<file path="src/voxel_face_cull_scanner_defines.svh">
// Assertion macros for the voxel face scanner.
// Each macro expects clk and arst_n in scope at the point of use.
`ifndef VOXEL_FACE_CULL_SCANNER_DEFINES_SVH
`define VOXEL_FACE_CULL_SCANNER_DEFINES_SVH

// Consequent holds in the same cycle as the antecedent.
`define VFC_ASSERT_SAME(lbl, ante, cons, msg) \
	lbl: assert property (@(posedge clk) disable iff (!arst_n) (ante) |-> (cons)) \
		else $error(msg);

// Consequent holds in the cycle after the antecedent.
`define VFC_ASSERT_NEXT(lbl, ante, cons, msg) \
	lbl: assert property (@(posedge clk) disable iff (!arst_n) (ante) |=> (cons)) \
		else $error(msg);

`endif

</file>
<file path="src/vfc_pkg.sv">
// Shared types and constants for the voxel face scanner.
// No dependencies; imported by the controller, datapath and top level.
`timescale 1ns / 1ps

package vfc_pkg;

	localparam int DIR_W  = 3;

	typedef logic [DIR_W-1:0] sel_t;

	// Face directions, in emission order; SEL_CENTER reads the scanned cell.
	localparam sel_t DIR_PZ     = 3'd0;
	localparam sel_t DIR_NZ     = 3'd1;
	localparam sel_t DIR_NX     = 3'd2;
	localparam sel_t DIR_PX     = 3'd3;
	localparam sel_t DIR_PY     = 3'd4;
	localparam sel_t DIR_NY     = 3'd5;
	localparam sel_t SEL_CENTER = 3'd6;

	localparam logic CMD_WRITE = 1'b0;
	localparam logic CMD_SCAN  = 1'b1;

	typedef struct packed {
		logic in_ready;
		logic clear_wr;
		logic cell_wr;
		logic rd_en;
		sel_t rd_sel;
		logic emit;
		logic advance;
	} vfc_cmd_t;

	typedef struct packed {
		logic clear_done;
		logic out_free;
		logic emit_last;
	} vfc_stat_t;

endpackage

</file>
<file path="src/vfc_ctrl.sv">
// Controller state machine: clearing pass, item accept, neighbor reads, face emission.
// Depends on vfc_pkg.
`timescale 1ns / 1ps

module vfc_ctrl
	import vfc_pkg::*;
(
	input  logic      clk,
	input  logic      arst_n,
	input  logic      in_valid,
	input  logic      in_command,
	input  vfc_stat_t stat,
	output vfc_cmd_t  cmd
);

	typedef enum logic [2:0] {
		ST_CLEAR,
		ST_IDLE,
		ST_READ,
		ST_WAIT,
		ST_EMIT
	} state_t;

	state_t state_q;
	sel_t   rd_cnt_q;

	always_comb begin
		cmd = '0;
		unique case (state_q)
			ST_CLEAR: begin
				cmd.clear_wr = 1'b1;
			end
			ST_IDLE: begin
				cmd.in_ready = 1'b1;
				cmd.cell_wr  = in_valid && (in_command == CMD_WRITE);
			end
			ST_READ: begin
				cmd.rd_en  = 1'b1;
				cmd.rd_sel = rd_cnt_q;
			end
			ST_WAIT: begin
			end
			ST_EMIT: begin
				cmd.emit    = stat.out_free;
				cmd.advance = stat.out_free && stat.emit_last;
			end
			default: begin
			end
		endcase
	end

	always_ff @(posedge clk or negedge arst_n) begin
		if (!arst_n) begin
			state_q  <= ST_CLEAR;
			rd_cnt_q <= DIR_PZ;
		end else begin
			unique case (state_q)
				ST_CLEAR: begin
					if (stat.clear_done) state_q <= ST_IDLE;
				end
				ST_IDLE: begin
					if (in_valid && (in_command == CMD_SCAN)) begin
						state_q  <= ST_READ;
						rd_cnt_q <= DIR_PZ;
					end
				end
				ST_READ: begin
					// issue the six neighbors, then the cell itself
					rd_cnt_q <= rd_cnt_q + sel_t'(1);
					if (rd_cnt_q == SEL_CENTER) state_q <= ST_WAIT;
				end
				ST_WAIT: begin
					state_q <= ST_EMIT;
				end
				ST_EMIT: begin
					if (stat.out_free && stat.emit_last) state_q <= ST_IDLE;
				end
				default: begin
					state_q <= ST_IDLE;
				end
			endcase
		end
	end

endmodule

</file>
<file path="config.mk">
export PLATFORM = sky130hd
export DESIGN_NAME = vfc_ctrl
export DESIGN_NICKNAME = d
export VERILOG_FILES = /design/src/voxel_face_cull_scanner_defines.svh /design/src/vfc_pkg.sv /design/src/vfc_ctrl.sv
export SDC_FILE = /design/constraint.sdc
export NUM_CORES = 1
export LEC_CHECK = 0
export BUFFER_PORTS_ARGS = -buffer_cell sky130_fd_sc_hd__buf_4
export CORE_AREA = 2 2 39 41
export CTS_BUF_LIST = sky130_fd_sc_hd__clkbuf_16
export CTS_CLUSTER_SIZE = 30
export DETAILED_ROUTE_END_ITERATION = 8
export DIE_AREA = 0 0 41 43
export MAX_ROUTING_LAYER = met4
export PLACE_DENSITY = 0.56
export SLEW_MARGIN = 40
export SYNTH_ARGS = -nofsm -noshare
export SYNTH_HDL_FRONTEND = slang
export SYNTH_SLANG_ARGS = --single-unit
</file>
<file path="constraint.sdc">
create_clock -name clk -period 1.6 [get_ports clk]
set_clock_uncertainty 0.15 [all_clocks]
set_input_delay 0.16 -clock clk [delete_from_list [all_inputs] [get_ports clk]]
set_output_delay 0.16 -clock clk [all_outputs]
set_load 0.02 [all_outputs]
</file>
# Yosys cells after proc, flatten, opt, wreduce, memory -nomap -nowiden
# Index checks and enable logic that the tools add are counted.
dict set report classes {
  n_addsub 1
  multipliers 0
  div_mod_pow 0
  order_cmp 0
  n_eq_ne 9
  shift 0
  muxes 12
  bitwise 1
  reduce_logical 7
}
# operator n
set ops {}
lappend ops {{3-bit two-way mux} 5}
lappend ops {{3-bit case mux with 5 select lines} 1}
lappend ops {{2-bit != test (second input constant)} 4}
lappend ops {{3-bit by 2-bit == test with 1-bit output (second input constant)} 2}
lappend ops {{3-bit == test (second input constant)} 2}
lappend ops {{3-bit case mux with 2 select lines} 1}
lappend ops {{4-bit two-way mux} 1}
lappend ops {{4-bit AND reduction} 1}
lappend ops {{3-bit by 1-bit adder with 3-bit output (second input constant)} 1}
lappend ops {{3-bit by 1-bit == test with 1-bit output (second input constant)} 1}
lappend ops {{1-bit logical AND} 3}
lappend ops {{3-bit zero test} 1}
lappend ops {{1-bit two-way mux} 3}
lappend ops {{2-bit two-way mux} 1}
lappend ops {{2-bit AND reduction} 1}
lappend ops {{2-bit nonzero test} 1}
lappend ops {{1-bit inverter} 1}
dict set report totals {
  regBits 6
  latch_bits 0
  mem_bits_rw 0
  romBits 0
  in_bits 7
  output_inout_bits 9
  word_cells 32
  memories 0
}

# Depth between registers and ports, before layout
# Gate-level depths: netlist of the first run.
dict set report depth {
  ltp_word 3
  depth_mapped 4
  mapped_depth_nobuf 4
}

# Least setup slack after synthesis of the first run
# OpenSTA, ideal clock, no wires.
dict set report synth_path {
  path_type {register to output}
  start {register state_q[2]}
  end {output port cmd[6] (netlist bit)}
  arrival_ns 1.362
  path_slack_ns -0.072
  path_stages_with_launch 4
  path_cell_list {dfrtp_1 > buf_2 > nor3b_2 > and3b_1}
}
# element line
set synth_rtl {}
lappend synth_rtl {{from (decl)} vfc_ctrl.sv:24} ;# state_t state_q;
lappend synth_rtl {{from (signal assigned)} vfc_ctrl.sv:54} ;# state_q <= ST_CLEAR;
lappend synth_rtl {{from (signal assigned)} vfc_ctrl.sv:59} ;# if (stat.clear_done) state_q <= ST_IDLE;
lappend synth_rtl {{from (signal assigned)} vfc_ctrl.sv:63} ;# state_q <= ST_READ;
lappend synth_rtl {{to (decl)} vfc_ctrl.sv:13} ;# output vfc_cmd_t cmd

==> results.md, run 1 <==
### Outcome
- run status: finished, violations left
- violations in the final reports: setup timing

### Power
- Leak Pwr: 0.000345 uW
- power per standard cell area: 2040 mW/mm^2
- maximum vdd ir drop: 1.07 mV

### Clock network
- clock-pin slew reported for the worst setup and hold paths after clock tree synthesis: 0.03 ns
- total number of H-tree levels: 1
- clock tree from TritonCTS: yes
- root cell of the clock tree: clkbuf_16
- Sinks on Clock Net: 6
- clock buffer depth: 2
- Skew-Pair Late Insertion Delay: 0.23 ns
- number of buffers added by the clock tree synthesis step: 3

### Worst setup path
- cell at the slowest stage of the critical path: dfrtp_2
- endpoint of the worst register-to-register path: rd_cnt_q[2]$_DFFE_PN0P_
- CP startpoint: state_q[0]$_DFFE_PN0P_
- CP top delay family: simple AND/OR/NAND/NOR gates
- Worst R2R Setup Slack: 0.08 ns
- number of cells on the worst reg-to-reg path: 5
- Crit path depth: 3
- reg-to-reg startpoint: state_q[0]$_DFFE_PN0P_
- capture point of the critical path: cmd[2]
- peak per-stage delay on the critical path: 0.47 ns
- worst-path cell chain: nor3b_4 > and2_4 > buf_6
- Critical Path Source Type: flop
- CP required: 1.29 ns
- largest driver fanout on the critical path: 7
- Worst Setup End Kind: primary output
- Crit Path Class: flop to primary output
- critical path arrival: 1.30 ns
- Buf/Inv on CP: 1

### Yosys
- Post-Syn Nets: 51
- post-synthesis cell type count: 23
- instance count of the mapped netlist: 42
- post-synthesis instance area: 408 um^2
- average size of a mapped cell: 9.71 um^2
- portion of synthesized cell area occupied by the leading cell type: 0.368
- Synth area leader: dfrtp_1
- leading post-synthesis cells by cell area: dfrtp_1 (37%), and2_1 (6.1%), ha_1 (6.1%)
- fraction of the yosys area taken by sequential cells: 0.368
- Seq cells post-synth: 6
- number of warnings issued by yosys: 0

### Drt
- 1st-iter DRT viols: 7
- remaining routing DRC violations: 0
- first-pass iteration count of the detailed router: 3
- routed wire length: 995 um
- drt wl/cell: 12.1 um
- count of vias placed by the detailed router: 404
- number of vias per cell: 4.93
- number of nets with antenna violations after detailed routing: 0

### Finish
- fill count: 134
- Nets: 77
- core utilization of the finished layout: 0.506
- final instance area: 701 um^2
- ANT cells: 0
- proportion of layout cells with a drive suffix above 1: 0.530
- post-synthesis to final-layout area growth: 71.8%

### GRT
- number of global-route vias before repair: 350
- overall overflow remaining after global route: 0
- global-route usage over all layers: 0.136
- first-pass GRT wire length: 1530 um
- pin count of the biggest net entering global routing: 9
- antenna violations before repair: 0

### Place
- count of buffers from port buffering: 15
- gp weighted congestion: 0.696
- total cell area at the placement stage: 549 um^2
- post-DP HPWL: 686 um

### Die
- cell row count: 14
- die width: 41 um
- die area: 0.00176 mm^2
- effective utilization at floorplan: 0.295
- number of primary I/O pins: 16
- Core Box Area: 0.00138 mm^2
- Die Y-Extent: 43 um

### STA
- setup repair after global routing missed its margin: yes
- shortest period the worst path allows: 1.61 ns
- Final Max Slew Viols: 0
- Final setup viols: 4
- Worst Slack Setup Final: -0.0131 ns
- transition time at the pin with the least slew margin: 0.258 ns
- ratio of final minimum period to clock period: 1.01
- relative max-transition margin: 0.828
- final hold violation count: 0
- highest clock frequency the design can meet: 620 MHz

### Run
- max capacitance violation total: 0

### Min path
- worst min path class: input port to flop

[cell usage in the layout (no fill, tap or decap), drive strengths merged]
cell	count
a21oi	3
buf	21
nor2b	1
dlygate4sd3	1
nor2	4
nand2	3
dfrtp	6
nand3	1
o21ai	1
clkbuf	3
inv	2
nor3	1
and3b	1
ha	2
and3	3
o22a	2
nor3b	2
and4b	1
a32o	1
and2	4
a311oi	2
nand2b	1
[flip-flops by register name (all words and copies together), names as in the netlist]
register and cells:
rd_cnt_q 3, state_q 3
[cells in the mapped netlist]
library cell	count
o21ai_0	1
ha_1	2
nor2_1	4
and3_1	3
a21oi_1	2
and2_1	4
dfrtp_1	6
nor3b_4	1
nor3_1	1
a21oi_2	1
buf_2	1
nand2b_1	1
nand2_1	3
and3b_1	1
o22a_2	2
nor2b_1	1
a311oi_1	1
inv_1	2
a311oi_2	1
a32o_1	1
nand3_1	1
and4b_1	1
nor3b_2	1
[how the worst min path moves through the flow]
stage	startpoint	cells after the start	slack, ns	end
CTS	in_command	2	0.005	rd_cnt_q[2]$_DFFE_PN0P_
global route	in_command	2	0.01	rd_cnt_q[2]$_DFFE_PN0P_
floorplan	arst_n	0	-0.29	rd_cnt_q[0]$_DFFE_PN0P_
detailed placement	arst_n	1	-0.18	state_q[0]$_DFFE_PN0P_
finish	in_command	2	0.009	rd_cnt_q[2]$_DFFE_PN0P_
global placement	arst_n	1	-0.18	state_q[0]$_DFFE_PN0P_
[stage by stage]
step / hold WS [ns] / setup TNS, ns / std cells / total power (uW) / setup slack [ns]
final: 0.00923 / -0.0388 / 82 / 1430 / -0.0131
after global routing: 0.0110 / -0.248 / 82 / 1540 / -0.0510
after CTS: 0.00459 / -0.00473 / 80 / 1350 / -0.00473
after detailed placement: -0.179 / 0 / 73 / 898 / 0.0891
after global placement: -0.179 / 0 / 73 / 896 / 0.133
after floorplan: -0.286 / 0 / 42 / 702 / 0.0326
[area by class of cell]
class / count / area (um^2) / share of cell area
Multi-Input combinational cell: 33 / 262 / 0.373
Timing Repair Buffer: 22 / 183 / 0.261
Sequential cell: 6 / 154 / 0.220
Clock buffer: 3 / 75.1 / 0.107
Tap cell: 16 / 20.0 / 0.0286
Inverter: 2 / 7.51 / 0.0107
[power by group]
part           switching (uW)  internal, uW  total, uW
Combinational             293           368        661
Clock                    77.8           320        398
Sequential                140           230        370
Total                     511           918       1430
[what timing repair did]
item,CTS,global route
pin swaps,2,3
endpoints found under the hold margin,6,0
endpoints found under the setup margin,6,7
resized for setup,4,6
hold buffers,1,0
buffers inserted,3,2
[cells by family after synthesis]
kind of cell	after synthesis	share of synthesized area
buf+inv	3	0.0307
flops	6	0.368
fa+ha+maj	2	0.0613
compound gates	9	0.190
simple gates	22	0.350
[routing by layer]
| metal | GRT usage | vias to the layer above | wire length, um |
|---|---|---|---|
| li1 | - | 200 | - |
| met1 | 0.188 | 192 | 458 |
| met2 | 0.166 | 10 | 465 |
| met3 | 0.0314 | 2 | 47 |
| met4 | 0.100 | 0 | 23 |
| met5 | - | - | 0 |
(Power assumes the default switching activity.)
==> run 2, diff against run 1 <==
- CTS_CLUSTER_DIAMETER: default -> 100
- GPL_TIMING_DRIVEN: default -> 0
- HOLD_SLACK_MARGIN: default -> 0.08
==> run 2 against run 1 <==
The flow still finishes with violations (setup timing); via count shrank 1.7%; critical path depth increased by 1; non-clock buffer count grew 2; sequential share of layout area fell by 0.60 points; worst setup slack got worse by 0.029 ns; routed wire length decreased by 5.6%; die area is the same; combinational power increased by 1%; flip-flop and latch count unchanged; register-to-register slack improved by 0.02 ns; critical path type unchanged; critical endpoint is now cmd[0]; largest cell class unchanged; highest routed layer is now met3.
==> results.md, run 2 (synthesis gave the netlist of run 1 again) <==
### Outcome
- run status: finished, violations left, unchanged
- violations in the final reports: setup timing, unchanged

### Finish
- ANT cells: 0, unchanged
- FF+latch area: 153 um^2, was 154 um^2
- most common cell after layout, fill and taps aside: buf_4, unchanged
- commonest non-fill, non-tap cells in the layout: buf_4 (17), buf_6 (4), dfrtp_1 (4), was buf_4 (17), buf_6 (4)
- proportion of layout cells with a drive suffix above 1: 0.500, was 0.530
- fill count: 127, was 134
- Top Registers: rd_cnt_q (3), state_q (3), unchanged
- final std cells w/o fill: 84, was 82
- Nets: 79, was 77
- combined area of the multi-input logic cells: 256 um^2, was 262 um^2
- post-synthesis to final-layout area growth: 75.2%, was 71.8%

### Worst setup path
- Crit Path Class: flop to primary output, unchanged
- worst-path cell chain: nor2_2 > and3_1 > and2_1 > buf_4, was nor3b_4 > and2_4 > buf_6
- peak per-stage delay on the critical path: 0.45 ns, was 0.47 ns
- Critical Path Source Type: flop, unchanged
- cell at the slowest stage of the critical path: dfrtp_2, unchanged
- CP required: 1.29 ns, about the same
- Worst Setup End Kind: primary output, unchanged
- largest driver fanout on the critical path: 7, unchanged
- Buf/Inv on CP: 1, unchanged
- critical path arrival: 1.33 ns, was 1.30 ns
- CP top delay family: simple AND/OR/NAND/NOR gates, unchanged

### STA
- setup repair after global routing missed its margin: yes, unchanged
- final hold violation count: 0, unchanged
- Final Max Slew Viols: 0, unchanged
- relative max-transition margin: 0.796, was 0.828
- transition time at the pin with the least slew margin: 0.305 ns, was 0.258 ns
- Final setup viols: 5, was 4
- highest clock frequency the design can meet: 609 MHz, was 620 MHz
- shortest period the worst path allows: 1.64 ns, was 1.61 ns
- ratio of final minimum period to clock period: 1.03, was 1.01
- Worst Slack Setup Final: -0.0422 ns, was -0.0131 ns
- final worst hold slack: 0.128 ns, was 0.00923 ns

### Clock network
- root cell of the clock tree: clkbuf_16, unchanged
- number of buffers added by the clock tree synthesis step: 3, unchanged
- clock tree from TritonCTS: yes, unchanged
- Skew-Pair Late Insertion Delay: 0.23 ns, about the same
- clock-pin slew reported for the worst setup and hold paths after clock tree synthesis: 0.03 ns, about the same
- clock buffer depth: 2, unchanged
- total number of H-tree levels: 1, unchanged
- Sinks on Clock Net: 6, unchanged

### Drt
- first-pass iteration count of the detailed router: 4, was 3
- remaining routing DRC violations: 0, unchanged
- drt wl/cell: 11.2 um, was 12.1 um
- number of vias per cell: 4.73, was 4.93
- number of nets with antenna violations after detailed routing: 0, unchanged
- 1st-iter DRT viols: 8, was 7
- routed wire length: 939 um, was 995 um
- count of vias placed by the detailed router: 397, was 404

### Run
- max capacitance violation total: 0, unchanged

### Die
- number of primary I/O pins: 16, unchanged
- Die Y-Extent: 43 um, unchanged
- cell row count: 14, unchanged
- Core Box Area: 0.00138 mm^2, unchanged
- effective utilization at floorplan: 0.295, unchanged
- die area: 0.00176 mm^2, unchanged
- die width: 41 um, unchanged

### GRT
- overall overflow remaining after global route: 0, unchanged
- first-pass GRT wire length: 1550 um, was 1530 um
- antenna violations before repair: 0, unchanged
- pin count of the biggest net entering global routing: 8, was 9
- number of global-route vias before repair: 361, was 350
- global-route usage over all layers: 0.136, about the same

### Place
- number of instances in the placed design: 73, unchanged
- worst slack, placed: 0.0849 ns, was 0.0891 ns
- count of buffers from port buffering: 15, unchanged
- gp weighted congestion: 0.700, was 0.696

### Power
- Leak Pwr: 0.000352 uW, was 0.000345 uW
- maximum vdd ir drop: 0.839 mV, was 1.07 mV
- power per standard cell area: 1960 mW/mm^2, was 2040 mW/mm^2

### Min path
- worst min path class: input port to asynchronous set/reset pin, was input port to flop

run 2: cell count changes in the layout (fill, tap and decap cells not counted), sizes merged:
cell,change
dlygate4sd3,+2
run 2: metrics by stage:
| step | total power (uW) | setup TNS [ns] | utilization | cell area [um^2] |
|---|---|---|---|---|
| final | 1400 | -0.124 | 0.516 | 714 |
| after global routing | 1500 | -0.421 | 0.516 | 714 |
| after CTS | 1410 | -0.121 | 0.512 | 708 |
| after detailed placement | 882 | 0 | 0.395 | 547 |
| after global placement | 881 | 0 | 0.395 | 547 |
| after floorplan | 702 | 0 | - | 414 |
run 2: timing repair:
action / 4_1_cts / 5_1_grt
setup endpoints to repair: 7 / 5
hold endpoints to repair: 7 / 0
resized for setup: 7 / 2
pin swaps: 2 / 3
hold buffers: 3 / 0
setup buffers: 5 / 0
run 2: power by group:
part | switching [uW] | internal [uW] | total, uW
logic | 301 | 367 | 668
clock network | 79.1 | 320 | 399
registers | 107 | 228 | 335
run 2: final timing paths:
check	from	end	slack, ns	cells past startpoint
setup / recovery	state_q[1]$_DFFE_PN0P_	cmd[0]	-0.04	4
hold / removal	arst_n	state_q[0]$_DFFE_PN0P_	0.13	2
setup reg to reg	state_q[1]$_DFFE_PN0P_	rd_cnt_q[2]$_DFFE_PN0P_	0.10	4
hold reg to reg	rd_cnt_q[1]$_DFFE_PN0P_	rd_cnt_q[1]$_DFFE_PN0P_	0.41	1
max in group asynchronous	arst_n	state_q[1]$_DFFE_PN0P_	1.04	2
min in group clk	stat[0]	state_q[2]$_DFFE_PN0P_	0.14	3
run 2: cell type report:
cell class                      instances  share of cell area
Inverter                                2              0.0105
Tap cell                               16              0.0280
Timing Repair Buffer                   23               0.268
Multi-Input combinational cell         33               0.359
Buffer                                  1              0.0158
Sequential cell                         6               0.214
Clock buffer                            3               0.105
run 2: metal layers:
metal | global-route usage | wire length (um) | share of wire
met5 | - | 0 | 0
met2 | 0.184 | 455 | 0.48
met4 | 0.0600 | 0 | 0
met3 | 0.0314 | 40 | 0.043
met1 | 0.189 | 443 | 0.47
==> run 3, diff against run 2 <==
- PLACE_DENSITY: 0.56 -> 0.58
- clock period: 1.6 -> 1.4 ns (I/O delays scaled with it)
==> run 3 against run 2 <==
The flow still finishes with violations (setup timing); die area stayed put; power increased by 34%; combinational power is 53% higher; register-to-register slack worse by 0.24 ns; clock-buffer cell count stayed put; non-clock buffer count rose by 10; critical path depth unchanged; routed wire length increased by 20%; clock power increased by 17%; cell count up 12%; first-iteration DRC count is 88% lower; worst setup slack got worse by 0.17 ns; largest cell class is now buffers; largest power group unchanged; highest routed layer is now met4.
==> results.md, run 3 (synthesis gave the netlist of run 1 again) <==
### STA
- transition time at the pin with the least slew margin: 0.271 ns, was 0.305 ns
- Final setup viols: 12, was 5
- relative max-transition margin: 0.819, was 0.796
- Worst Slack Setup Final: -0.217 ns, was -0.0422 ns
- setup repair after global routing missed its margin: yes, unchanged
- Final Max Slew Viols: 0, unchanged
- final hold violation count: 0, unchanged
- TNS Setup: -1.74 ns, was -0.124 ns
- highest clock frequency the design can meet: 619 MHz
- shortest period the worst path allows: 1.62 ns
- ratio of final minimum period to clock period: 1.15

### Drt
- 1st-iter DRT viols: 1, was 8
- Top Metal Used: met4, was met3
- wire length on met2: 577 um, was 455 um
- wire length on met3: 46 um, was 40 um
- drt wl/cell: 12.0 um, was 11.2 um
- number of nets with antenna violations after detailed routing: 0, unchanged
- routed wire length: 1130 um, was 939 um
- count of vias placed by the detailed router: 450, was 397
- first-pass iteration count of the detailed router: 2, was 4
- number of vias per cell: 4.79, was 4.73
- wire length on met1: 490 um, was 443 um
- remaining routing DRC violations: 0, unchanged

### Worst setup path
- number of cells on the worst reg-to-reg path: 5, was 4
- critical path arrival: 1.33 ns, about the same
- capture point of the critical path: cmd[6], was cmd[0]
- Critical Path Source Type: flop, unchanged
- Worst R2R Setup Slack: -0.14 ns, was 0.10 ns
- CP required: 1.11 ns, was 1.29 ns
- CP startpoint: state_q[2]$_DFFE_PN0P_, was state_q[1]$_DFFE_PN0P_
- largest driver fanout on the critical path: 4, was 7
- Crit Path Class: flop to primary output, unchanged
- Worst Setup End Kind: primary output, unchanged
- worst-path cell chain: buf_6 > nor3b_4 > and3b_2 > buf_6, was nor2_2 > and3_1 > and2_1 > buf_4
- most used cell, CP: buf_6
- peak per-stage delay on the critical path: 0.42 ns, was 0.45 ns
- cell at the slowest stage of the critical path: dfrtp_1, was dfrtp_2
- reg-to-reg startpoint: state_q[1]$_DFFE_PN0P_, unchanged
- endpoint of the worst register-to-register path: rd_cnt_q[2]$_DFFE_PN0P_, unchanged

### GRT
- global-route usage over all layers: 0.157, was 0.136
- number of global-route vias before repair: 378, was 361
- first-pass GRT wire length: 1700 um, was 1550 um
- overall overflow remaining after global route: 0, unchanged
- antenna violations before repair: 0, unchanged
- pin count of the biggest net entering global routing: 8, unchanged

### Clock network
- clock-pin slew reported for the worst setup and hold paths after clock tree synthesis: 0.03 ns, about the same
- clock tree from TritonCTS: yes, unchanged
- total number of H-tree levels: 1, unchanged
- Skew-Pair Late Insertion Delay: 0.23 ns, about the same
- Sinks on Clock Net: 6, unchanged
- clock buffer depth: 2, unchanged
- number of buffers added by the clock tree synthesis step: 3, unchanged
- root cell of the clock tree: clkbuf_16, unchanged

### Finish
- proportion of layout cells with a drive suffix above 1: 0.641, was 0.500
- post-synthesis to final-layout area growth: 105%, was 75.2%
- combined area of the multi-input logic cells: 280 um^2, was 256 um^2
- commonest non-fill, non-tap cells in the layout: buf_4 (21), buf_6 (10), and2_4 (4), dfrtp_1 (4), was buf_4 (17), buf_6 (4), dfrtp_1 (4)
- final instance area: 836 um^2, was 714 um^2
- Nets: 89, was 79
- core utilization of the finished layout: 0.604, was 0.516
- ANT cells: 0, unchanged
- FF+latch area: 153 um^2, unchanged
- most common cell after layout, fill and taps aside: buf_4, unchanged
- fill count: 112, was 127
- Top Registers: rd_cnt_q (3), state_q (3), unchanged

### Die
- die width: 41 um, unchanged
- Die Y-Extent: 43 um, unchanged
- number of primary I/O pins: 16, unchanged
- Core Box Area: 0.00138 mm^2, unchanged
- cell row count: 14, unchanged
- effective utilization at floorplan: 0.295, unchanged
- die area: 0.00176 mm^2, unchanged

### Power
- maximum vdd ir drop: 1.11 mV, was 0.839 mV
- total power: 1880 uW, was 1400 uW
- Leak Pwr: 0.000411 uW, was 0.000352 uW
- power per standard cell area: 2250 mW/mm^2, was 1960 mW/mm^2

### Place
- post-DP HPWL: 648 um
- count of buffers from port buffering: 15, unchanged
- gp weighted congestion: 0.688, was 0.700
- total cell area at the placement stage: 567 um^2, was 547 um^2
- worst slack, placed: -0.0590 ns, was 0.0849 ns

### Run
- max capacitance violation total: 0, unchanged

### Outcome
- run status: finished, violations left, unchanged
- violations in the final reports: setup timing, unchanged

### Min path
- worst min path class: input port to asynchronous set/reset pin, unchanged

==> run 3: cell types whose count changed in the layout (fill, tap and decap cells not counted), moves of 3 or more <==
cell and change:
buf_6 +6, and2_1 -3, buf_4 +4, and2_4 +3
==> run 3: layout make-up <==
cell class | instances | share of cell area
repair buffers | 33 | 0.346
multi-input cells | 33 | 0.335
well taps | 16 | 0.0240
clock buffers | 3 | 0.0898
inverters | 2 | 0.00898
plain buffers | 1 | 0.0135
flip-flops and latches | 6 | 0.183
==> run 3: worst min path at each step <==
stage	endpoint	start	slack, ns	cells after the start
final	state_q[2]$_DFFE_PN0P_	arst_n	0.11	2
after global routing	state_q[2]$_DFFE_PN0P_	arst_n	0.12	2
after CTS	state_q[2]$_DFFE_PN0P_	arst_n	0.11	2
after detailed placement	rd_cnt_q[1]$_DFFE_PN0P_	arst_n	-0.20	1
after global placement	rd_cnt_q[1]$_DFFE_PN0P_	arst_n	-0.20	1
after floorplan	rd_cnt_q[0]$_DFFE_PN0P_	arst_n	-0.31	0
==> run 3: per-stage QoR <==
step | cells | hold slack [ns]
6_report | 94 | 0.107
5_1_grt | 94 | 0.120
4_1_cts | 90 | 0.106
3_5_place_dp | 73 | -0.197
3_3_place_gp | 73 | -0.198
2_1_floorplan | 42 | -0.306
==> run 3: metal layers <==
layer,track usage,up-vias
li1,-,224
met1,0.203,217
met2,0.197,7
met3,0.0785,2
met4,0.0800,0
met5,-,-
==> run 3: worst max-delay path, delay by kind of cell, from the launching register on <==
family | cells | cell delay, ns
flip-flops | 1 | 0.42
AND/OR/NAND/NOR | 2 | 0.41
buffers and inverters | 2 | 0.26
==> run 3: what timing repair did <==
action | in CTS | in global routing
hold endpoints to repair | 8 | 0
hold buffers | 3 | 0
endpoints found under the setup margin | 10 | 13
resized for setup | 8 | 7
buffers inserted | 11 | 4
pin swaps | 7 | 7
==> run 3: where the power goes <==
group          internal, uW  switching (uW)  leakage [uW]
sequential              260             132     0.0000748
clock                   367            99.3     0.0000370
combinational           602             416      0.000300
